**src/rtl/prtt_pkg.sv**
```systemverilog
// Types, codes and constants shared by the pending request timeout table.
`default_nettype none
package prtt_pkg;

	localparam int ENTRIES_DEF = 16;
	localparam int MAX_RESULTS = 16;
	localparam int QUEUE_DEPTH = 2;

	localparam logic [1:0] ACT_ADD      = 2'd0;
	localparam logic [1:0] ACT_RESPONSE = 2'd1;
	localparam logic [1:0] ACT_CANCEL   = 2'd2;
	localparam logic [1:0] ACT_TICK     = 2'd3;

	localparam logic [1:0] EV_SUCCESS = 2'd0;
	localparam logic [1:0] EV_TIMEOUT = 2'd1;
	localparam logic [1:0] EV_REJECT  = 2'd2;

	typedef enum logic [1:0] {
		OP_ADD,
		OP_RESPONSE,
		OP_CANCEL,
		OP_TICK
	} op_t;

	typedef struct packed {
		logic [1:0]  action;
		logic [31:0] request_id;
		logic [15:0] timeout_ticks;
		logic [7:0]  expected_responses;
		logic        silent;
	} request_t;

	typedef struct packed {
		logic [1:0]  event_res;
		logic [31:0] notice_id;
		logic [7:0]  remaining;
		logic        last;
	} notice_t;

	typedef struct packed {
		op_t         op;
		logic [31:0] request_id;
		logic [15:0] timeout_ticks;
		logic [7:0]  expected_responses;
		logic        silent;
	} cmd_t;

	typedef struct packed {
		logic [31:0] id;
		logic [15:0] timer;
		logic [7:0]  count;
	} slot_t;

endpackage
`default_nettype wire

```
**src/rtl/prtt_ram.sv**
```systemverilog
// Generic single-write, single-read RAM with registered read data.
`default_nettype none
module prtt_ram #(
	parameter int WIDTH = 8,
	parameter int DEPTH = 16,
	localparam int AW = (DEPTH > 1) ? $clog2(DEPTH) : 1
) (
	input  wire logic             clk,
	input  wire logic             wr_en,
	input  wire logic [AW-1:0]    wr_addr,
	input  wire logic [WIDTH-1:0] wr_data,
	input  wire logic             rd_en,
	input  wire logic [AW-1:0]    rd_addr,
	output logic      [WIDTH-1:0] rd_data
);

	logic [WIDTH-1:0] mem [DEPTH];

	always_ff @(posedge clk) begin
		if (wr_en) begin
			mem[wr_addr] <= wr_data;
		end
		if (rd_en) begin
			rd_data <= mem[rd_addr];
		end
	end

endmodule
`default_nettype wire

```
**src/rtl/prtt_front.sv**
```systemverilog
// Front end: accepts request transfers, classifies the action and queues commands.
`default_nettype none
module prtt_front import prtt_pkg::*; (
	input  wire logic     clk,
	input  wire logic     arst_n,
	input  wire logic     request_valid,
	output logic          request_stall,
	input  wire request_t request,
	output logic          cmd_valid,
	input  wire logic     cmd_pop,
	output cmd_t          cmd
);

	localparam int QPW = $clog2(QUEUE_DEPTH);

	cmd_t             queue_q [QUEUE_DEPTH];
	logic [QPW-1:0]   wptr_q;
	logic [QPW-1:0]   rptr_q;
	logic [QPW:0]     count_q;
	logic             push;
	logic             pop;
	cmd_t             classified;

	always_comb begin
		classified.request_id         = request.request_id;
		classified.timeout_ticks      = request.timeout_ticks;
		classified.expected_responses = request.expected_responses;
		classified.silent             = request.silent;
		case (request.action)
			ACT_ADD:      classified.op = OP_ADD;
			ACT_RESPONSE: classified.op = OP_RESPONSE;
			ACT_CANCEL:   classified.op = OP_CANCEL;
			ACT_TICK:     classified.op = OP_TICK;
			default:      classified.op = OP_TICK;
		endcase
	end

	assign request_stall = (count_q == (QPW+1)'(QUEUE_DEPTH));
	assign push          = request_valid && !request_stall;
	assign cmd_valid     = (count_q != '0);
	assign pop           = cmd_pop && cmd_valid;
	assign cmd           = queue_q[rptr_q];

	always_ff @(posedge clk or negedge arst_n) begin
		if (!arst_n) begin
			wptr_q  <= '0;
			rptr_q  <= '0;
			count_q <= '0;
		end else begin
			if (push) begin
				queue_q[wptr_q] <= classified;
				wptr_q          <= wptr_q + 1'b1;
			end
			if (pop) begin
				rptr_q <= rptr_q + 1'b1;
			end
			if (push && !pop) begin
				count_q <= count_q + 1'b1;
			end else if (pop && !push) begin
				count_q <= count_q - 1'b1;
			end
		end
	end

endmodule
`default_nettype wire

```
**src/rtl/prtt_back.sv**
```systemverilog
// Back end: scans the table for each command, updates entries and issues notices.
`default_nettype none
module prtt_back import prtt_pkg::*; #(
	parameter int ENTRIES = ENTRIES_DEF
) (
	input  wire logic clk,
	input  wire logic arst_n,
	input  wire logic cmd_valid,
	output logic      cmd_pop,
	input  wire cmd_t cmd,
	output logic      notice_valid,
	input  wire logic notice_stall,
	output notice_t   notice
);

	localparam int IDXW = $clog2(ENTRIES);
	localparam int CNTW = IDXW + 1;
	localparam int NW   = $clog2(MAX_RESULTS + 1);
	localparam int SW   = $bits(slot_t);

	typedef enum logic [1:0] {
		B_IDLE,
		B_SCAN,
		B_DONE,
		B_FLUSH
	} state_t;

	state_t             state_q;
	cmd_t               cur_q;
	logic [CNTW-1:0]    issue_q;
	logic               ev_valid_s1;
	logic [IDXW-1:0]    ev_idx_s1;
	logic [ENTRIES-1:0] valid_q;
	logic               found_q;
	logic [IDXW-1:0]    match_idx_q;
	slot_t              match_slot_q;
	logic               free_found_q;
	logic [IDXW-1:0]    free_idx_q;
	logic [NW-1:0]      emit_n_q;
	notice_t            hold_q;
	logic               hold_valid_q;
	notice_t            notice_q;
	logic               notice_valid_q;

	logic               out_free;
	logic               eval_go;
	logic               step_ok;
	logic               issue_more;
	logic               eval;
	logic               is_tick;
	logic               slot_v;
	logic               tick_emit;
	logic [15:0]        new_timer;
	logic [7:0]         resp_count;
	logic               push;
	notice_t            push_data;
	slot_t              slot;
	logic [SW-1:0]      rd_data;
	logic               rd_en;
	logic               wr_en;
	logic [IDXW-1:0]    wr_addr;
	slot_t              wr_slot;

	prtt_ram #(
		.WIDTH (SW),
		.DEPTH (ENTRIES)
	) u_slots (
		.clk     (clk),
		.wr_en   (wr_en),
		.wr_addr (wr_addr),
		.wr_data (SW'(wr_slot)),
		.rd_en   (rd_en),
		.rd_addr (issue_q[IDXW-1:0]),
		.rd_data (rd_data)
	);

	assign slot       = slot_t'(rd_data);
	assign out_free   = !notice_valid_q || !notice_stall;
	assign eval_go    = !hold_valid_q || out_free;
	assign step_ok    = (state_q == B_SCAN) && (!ev_valid_s1 || eval_go);
	assign issue_more = (issue_q < CNTW'(ENTRIES));
	assign rd_en      = step_ok && issue_more;
	assign eval       = (state_q == B_SCAN) && ev_valid_s1 && eval_go;
	assign is_tick    = (cur_q.op == OP_TICK);
	assign slot_v     = valid_q[ev_idx_s1];
	assign tick_emit  = eval && is_tick && slot_v && (slot.timer <= 16'd1)
		&& (emit_n_q < NW'(MAX_RESULTS));
	assign new_timer  = (slot.timer == 16'd0) ? 16'd0 : slot.timer - 16'd1;
	assign resp_count = (match_slot_q.count == 8'd0) ? 8'd0 : match_slot_q.count - 8'd1;
	assign cmd_pop    = (state_q == B_IDLE) && cmd_valid;

	always_comb begin
		wr_en         = 1'b0;
		wr_addr       = ev_idx_s1;
		wr_slot       = slot;
		wr_slot.timer = new_timer;
		if (eval && is_tick && slot_v) begin
			wr_en = 1'b1;
		end
		if (state_q == B_DONE) begin
			case (cur_q.op)
				OP_ADD: begin
					if (!found_q && free_found_q) begin
						wr_en         = 1'b1;
						wr_addr       = free_idx_q;
						wr_slot.id    = cur_q.request_id;
						wr_slot.timer = cur_q.timeout_ticks;
						wr_slot.count = cur_q.expected_responses;
					end
				end
				OP_RESPONSE: begin
					if (found_q) begin
						wr_en         = 1'b1;
						wr_addr       = match_idx_q;
						wr_slot       = match_slot_q;
						wr_slot.count = resp_count;
					end
				end
				default: begin
				end
			endcase
		end
	end

	always_comb begin
		push           = 1'b0;
		push_data      = hold_q;
		push_data.last = 1'b0;
		if (tick_emit && hold_valid_q) begin
			push = 1'b1;
		end
		if ((state_q == B_FLUSH) && hold_valid_q && out_free) begin
			push           = 1'b1;
			push_data.last = 1'b1;
		end
	end

	always_ff @(posedge clk or negedge arst_n) begin
		if (!arst_n) begin
			state_q        <= B_IDLE;
			cur_q          <= '0;
			issue_q        <= '0;
			ev_valid_s1    <= 1'b0;
			ev_idx_s1      <= '0;
			valid_q        <= '0;
			found_q        <= 1'b0;
			match_idx_q    <= '0;
			match_slot_q   <= '0;
			free_found_q   <= 1'b0;
			free_idx_q     <= '0;
			emit_n_q       <= '0;
			hold_q         <= '0;
			hold_valid_q   <= 1'b0;
			notice_q       <= '0;
			notice_valid_q <= 1'b0;
		end else begin
			if (push) begin
				notice_q       <= push_data;
				notice_valid_q <= 1'b1;
			end else if (!notice_stall) begin
				notice_valid_q <= 1'b0;
			end
			case (state_q)
				B_IDLE: begin
					if (cmd_valid) begin
						cur_q        <= cmd;
						issue_q      <= '0;
						ev_valid_s1  <= 1'b0;
						found_q      <= 1'b0;
						free_found_q <= 1'b0;
						emit_n_q     <= '0;
						state_q      <= B_SCAN;
					end
				end
				B_SCAN: begin
					if (step_ok) begin
						if (issue_more) begin
							ev_valid_s1 <= 1'b1;
							ev_idx_s1   <= issue_q[IDXW-1:0];
							issue_q     <= issue_q + 1'b1;
						end else begin
							ev_valid_s1 <= 1'b0;
						end
					end
					if (eval && !is_tick) begin
						if (slot_v && (slot.id == cur_q.request_id) && !found_q) begin
							found_q      <= 1'b1;
							match_idx_q  <= ev_idx_s1;
							match_slot_q <= slot;
						end
						if (!slot_v && !free_found_q) begin
							free_found_q <= 1'b1;
							free_idx_q   <= ev_idx_s1;
						end
					end
					if (tick_emit) begin
						valid_q[ev_idx_s1] <= 1'b0;
						emit_n_q           <= emit_n_q + 1'b1;
						hold_q             <= '{EV_TIMEOUT, slot.id, slot.count, 1'b0};
						hold_valid_q       <= 1'b1;
					end
					if (!issue_more && !ev_valid_s1) begin
						state_q <= B_DONE;
					end
				end
				B_DONE: begin
					case (cur_q.op)
						OP_ADD: begin
							if (found_q || !free_found_q) begin
								hold_q       <= '{EV_REJECT, cur_q.request_id, 8'd0, 1'b0};
								hold_valid_q <= 1'b1;
							end else begin
								valid_q[free_idx_q] <= 1'b1;
							end
						end
						OP_RESPONSE: begin
							if (found_q) begin
								hold_q       <= '{EV_SUCCESS, cur_q.request_id, resp_count, 1'b0};
								hold_valid_q <= 1'b1;
								if (resp_count == 8'd0) begin
									valid_q[match_idx_q] <= 1'b0;
								end
							end
						end
						OP_CANCEL: begin
							if (found_q) begin
								valid_q[match_idx_q] <= 1'b0;
								if (!cur_q.silent) begin
									hold_q       <= '{EV_TIMEOUT, cur_q.request_id,
										match_slot_q.count, 1'b0};
									hold_valid_q <= 1'b1;
								end
							end
						end
						default: begin
						end
					endcase
					state_q <= B_FLUSH;
				end
				B_FLUSH: begin
					if (!hold_valid_q) begin
						state_q <= B_IDLE;
					end else if (out_free) begin
						hold_valid_q <= 1'b0;
						state_q      <= B_IDLE;
					end
				end
				default: begin
					state_q <= B_IDLE;
				end
			endcase
		end
	end

	assign notice       = notice_q;
	assign notice_valid = notice_valid_q;

endmodule
`default_nettype wire

```
**src/rtl/pending_request_timeout_table_core.sv**
```systemverilog
// Top level of the pending request timeout table.
//
// Request channel: request_valid, request_stall, request. A transfer carries one
// action: add, response, cancel or timer tick. Notice channel: notice_valid,
// notice_stall, notice. Each request gives zero or more notices; the final one
// of a request has last set.
// The front end queues up to two commands, so requests are taken while the
// back end is still busy. The back end scans the table through the slot RAM
// read port, one entry per cycle unless the scan pauses, so one command
// occupies it until its scan is done and its last notice has left the hold register.
// A tick may give up to 16 notices; each one waits in a hold register and the
// scan pauses while the hold register is full and the output register is full and stalled.
// While notice_stall is high the notice holds and the scan waits once the hold
// register is full; requests are still queued until the queue is full, then
// request_stall rises. Reset empties the table (all valid bits cleared at once)
// and the queue; the first request is taken in the cycle after reset is released.
`default_nettype none
module pending_request_timeout_table_core import prtt_pkg::*; #(
	parameter int ENTRIES = ENTRIES_DEF
) (
	input  wire logic     clk,
	input  wire logic     arst_n,
	input  wire logic     request_valid,
	output logic          request_stall,
	input  wire request_t request,
	output logic          notice_valid,
	input  wire logic     notice_stall,
	output notice_t       notice
);

	logic cmd_valid;
	logic cmd_pop;
	cmd_t cmd;

	prtt_front u_front (
		.clk           (clk),
		.arst_n        (arst_n),
		.request_valid (request_valid),
		.request_stall (request_stall),
		.request       (request),
		.cmd_valid     (cmd_valid),
		.cmd_pop       (cmd_pop),
		.cmd           (cmd)
	);

	prtt_back #(
		.ENTRIES (ENTRIES)
	) u_back (
		.clk          (clk),
		.arst_n       (arst_n),
		.cmd_valid    (cmd_valid),
		.cmd_pop      (cmd_pop),
		.cmd          (cmd),
		.notice_valid (notice_valid),
		.notice_stall (notice_stall),
		.notice       (notice)
	);

endmodule
`default_nettype wire
```
**config.mk**
```make
export PLATFORM = sky130hd
export DESIGN_NAME = pending_request_timeout_table_core
export DESIGN_NICKNAME = d
export VERILOG_FILES = /design/src/rtl/prtt_pkg.sv /design/src/rtl/prtt_ram.sv /design/src/rtl/prtt_front.sv /design/src/rtl/prtt_back.sv /design/src/rtl/pending_request_timeout_table_core.sv
export SDC_FILE = /design/constraint.sdc
export NUM_CORES = 1
export LEC_CHECK = 0
export BUFFER_PORTS_ARGS = -buffer_cell sky130_fd_sc_hd__buf_2
export CELL_PAD_IN_SITES_DETAIL_PLACEMENT = 1
export CELL_PAD_IN_SITES_GLOBAL_PLACEMENT = 1
export CORE_UTILIZATION = 50
export DETAILED_ROUTE_END_ITERATION = 16
export PLACE_DENSITY_LB_ADDON = 0.1
export SKIP_LAST_GASP = 1
export SYNTH_ARGS = -nofsm -noshare
export SYNTH_HDL_FRONTEND = slang
export SYNTH_SLANG_ARGS = --single-unit
```
**constraint.sdc**
```tcl
create_clock -name clk -period 5.25 [get_ports clk]
set_input_delay 0 -clock clk [delete_from_list [all_inputs] [get_ports clk]]
set_output_delay 0 -clock clk [all_outputs]
set_load 0.02 [all_outputs]
```
==> impl_summary.txt <==
----------------------------------------------------
[Setup path]
  Endpoint kind of the worst setup timing path ... register
  Maximum fanout count along the critical path ... between 40 and 50
  Critical Path AT ... 4600 ps
  Classification of the worst setup path ... reg -> reg
  Data required, critical path ... ~5900 ps
  Crit path launch type ... register

[Min path]
  Class of the worst hold path ... in -> reg

[Synthesis]
  Proportion of synthesized flip-flops having asynchronous set or reset ... a little under a fifth
  Post-synthesis area per instance ... 19.4 um2
  Synthesized instance count ... 2721
  Number of warnings printed during yosys synthesis ... 0
  EDFF count, synth ... between 1000 and 1500
  Mapped Nets ... ~2800
  Count of state elements after synthesis ... 1319
  Share of synthesized area occupied by flip-flops and latches ... between 70 and 80%
  Synth Cell Area ... 0.0527 mm2
  Distinct cell type count after synthesis ... 71
  Ys flop type ... sky130_fd_sc_hd__edfxtp_1

[Power and ir drop]
  PD cells ... 546 mW/mm2
  Lkg Pwr ... 20.8 nW
  VDD IR-drop max ... 0.333 mV
  Tot Pwr ... between 0.03 and 0.04 W

[STA]
  FMAX ... 251 MHz
  Setup violations, final ... 0
  Total negative slack for setup checks ... 0 ps
  Max-slew violation count ... 0
  Crit share post-route ... 75.8%
  Shortest clock period the worst path allows after layout ... 3980 ps
  RSZ-0062 raised after global routing ... false
  Max-Slew Margin vs Limit ... 8.80%
  Worst-margin pin slew ... 1360 ps
  Max Clock Skew ... roughly 27 ps
  Number of hold violations in the final report ... 0

[Status]
  Result of the run ... finished clean

[Floorplanning]
  Area of the core ... 0.104 mm2
  I/O Pins ... about 110
  Initial core utilization ... between 50% and 60%
  Num rows ... 118
  Horiz. Die Dim ... 327 um
  Die footprint ... 0.107 mm2
  DIE HEIGHT ... 327 um

[Clock tree]
  Number of buffers added by the clock tree synthesis step ... 140
  Clock latency on the worst-skew pair ... 750 ps
  Clock transition time at the flip-flop clock pins of the worst setup and hold paths ... 60 ps
  Root buffer cell ... sky130_fd_sc_hd__clkbuf_16
  Clock buffer depth ... 3
  Number of sinks driven by the clock tree ... 1319
  Total setup buffers inserted after CTS ... 0
  CTS tree ... yes
  Count of instances resized after the clock tree is built ... 0
  Number of H-tree branching levels ... 4

[Global routing]
  Grt total ovfl ... 0
  Global-route wire length before repair ... 199 mm
  Pin count of the biggest net entering global routing ... 106
  Tot GR Track Use ... ~26%
  Vias in the first global route ... approximately 29000
  Antenna violations before repair ... 9

[Final layout]
  Layout area overhead ... 16.0%
  Area of combinational cells with multiple inputs ... between 0.01 and 0.015 mm2
  Non-filler instance count after layout ... 4538
  Fraction of final layout cells sized beyond drive strength 1 ... 28.6%
  Net count of the finished layout ... ~3100
  Number of filler instances in the final layout ... 8945
  Register area ... between 0.03 and 0.04 mm2

[Drt]
  Vias after detailed routing ... 27500
  DRT antenna net count ... 0
  Violation count after the first detailed-routing iteration ... ~2800
  Wire per inst ... 29.5 um
  Final wirelength ... 134 mm
  Number of DRC violations after detailed routing ... 0
  Detailed-route vias per instance ... approximately 6.1
  First-pass iteration count of the detailed router ... 5

[Job]
  Number of max-cap violations ... 0

[Placed design]
  Post-DP HPWL ... 84.9 mm
  Placer congestion estimate ... 0.852
  Quantity of I/O buffers inserted on ports ... around 110
  # placed instances ... between 4000 and 5000

----------------------------------------------------
[synth_stat cells (27+ instances only)]
cell type | count | area, um2
sky130_fd_sc_hd__o21ai_0 | 117 | 586
sky130_fd_sc_hd__buf_1 | 27 | 101
sky130_fd_sc_hd__mux4_2 | 282 | 6350
sky130_fd_sc_hd__mux2_2 | 106 | 1190
sky130_fd_sc_hd__xor2_1 | 27 | 236
sky130_fd_sc_hd__a22oi_1 | 71 | 533
sky130_fd_sc_hd__clkbuf_1 | 111 | 417
sky130_fd_sc_hd__mux2i_1 | 73 | 731
sky130_fd_sc_hd__edfxtp_1 | 1070 | 32100
sky130_fd_sc_hd__nor2_1 | 56 | 210
sky130_fd_sc_hd__dfrtp_1 | 249 | 6230
sky130_fd_sc_hd__nand2_1 | 145 | 544
sky130_fd_sc_hd__mux2_4 | 61 | 916
sky130_fd_sc_hd__mux2_1 | 29 | 327
[cells in the final DEF (no fill, tap or decap), drive strengths merged, types with 9 or more instances in the layout]
cell type and count:
edfxtp 1070, mux4 282, dfrtp 249, buf 218, mux2 196, clkbuf 178, nand2 145, dlygate4sd3 120
o21ai 120, mux2i 73, a22oi 71, clkinv 64, nor2 56, xor2 27, xnor2 26, inv 23
a21oi 21, o22ai 18, ha 17, nor3 15, nand2b 13, nand3 13, a22o 13, nor4 11
nor2b 10, and3 9
[worst max-delay path: stages (launching register included)]
cell and delay, ps:
sky130_fd_sc_hd__edfxtp_1 430, sky130_fd_sc_hd__or3_1 440, sky130_fd_sc_hd__nor3_1 270, sky130_fd_sc_hd__nor4b_1 630
sky130_fd_sc_hd__and3_1 600, sky130_fd_sc_hd__o21a_2 1000, sky130_fd_sc_hd__mux2_2 430
[per-layer routing]
metal / routed length (um) / global-route usage [%] / vias to the layer above
met3: 7950 / 4.01 / 139
li1: - / - / 11600
met2: 60200 / 37.4 / 880
met1: 63800 / 40.6 / 14900
met5: 0 / 0 / -
met4: 1870 / 5.26 / 0
[area by class of cell]
cell class	count	share of cell area [%]
antenna	1	0.00409
clock buffer	178	6.27
clock inverter	79	0.880
inverter	20	0.123
multi-input combinational	1223	22.5
sequential	1319	62.8
tap	1380	2.82
timing repair buffer	338	4.68
[power breakdown]
part | internal, W | leakage (nW) | switching (W) | total, W
registers | 0.0135 | 12.8 | 0.00128 | 0.0148
logic | 0.00368 | 5.89 | 0.00546 | 0.00914
clock network | 0.00541 | 2.13 | 0.00403 | 0.00944
[registers in the layout (all words and copies together), names as in the netlist, 5 cells and up]
name / flops
u_back.match_slot_q: 56
u_back.issue_q: 5
u_back.u_slots.mem: 896
u_back.u_slots.rd_data: 56
u_back.valid_q: 16
u_back.hold_q: 42
u_back.notice: 43
u_back.emit_n_q: 5
u_front.queue_q: 118
u_back.cur_q: 59
[through the flow]
stage | cell area [um2] | hold slack [ps] | worst slack, ps | util (%)
6_report | 61200 | 54.8 | 1270 | 58.8
3_5_place_dp | 55600 | 91.8 | 1350 | 53.4
3_3_place_gp | 55600 | 86.2 | 1470 | 53.4
5_1_grt | 61200 | 23.0 | 1120 | 58.8
4_1_cts | 61200 | 3.98 | 1290 | 58.8
2_1_floorplan | 52700 | -296 | 307 | -
[cell families after synthesis]
kind of cell	synth area share, %
buffers and inverters	1.52
xor gates and xnor gates	0.880
adders and majority gates	0.403
muxes	18.1
and+or+nand+nor	2.90
DFF	72.8
AOI/OAI and AO/OA	3.49
[path summary, 6_finish.rpt]
| check | from | to | slack (ps) | cells past startpoint |
|---|---|---|---|---|
| worst min-delay path | request[15] | u_front.queue_q[0][15] | 50 | 2 |
| worst max-delay path | u_back.u_slots.rd_data[21] | u_back.notice[18] | 1270 | 6 |
| min in group asynchronous | arst_n | u_back.notice[3] | 430 | 4 |
| worst max register to register | u_back.u_slots.rd_data[21] | u_back.notice[18] | 1270 | 6 |
| worst min register to register | u_back.notice[42] | u_back.notice[42] | 480 | 1 |
| max in group asynchronous | arst_n | u_back.cur_q[50] | 3800 | 4 |
[repair_timing]
| item | 4_1_cts | 5_1_grt |
|---|---|---|
| setup endpoints to repair | 0 | 0 |
| hold endpoints to repair | 229 | 0 |
| hold buffers | 121 | 0 |
No activity file was read; power rests on OpenSTA's default activity.
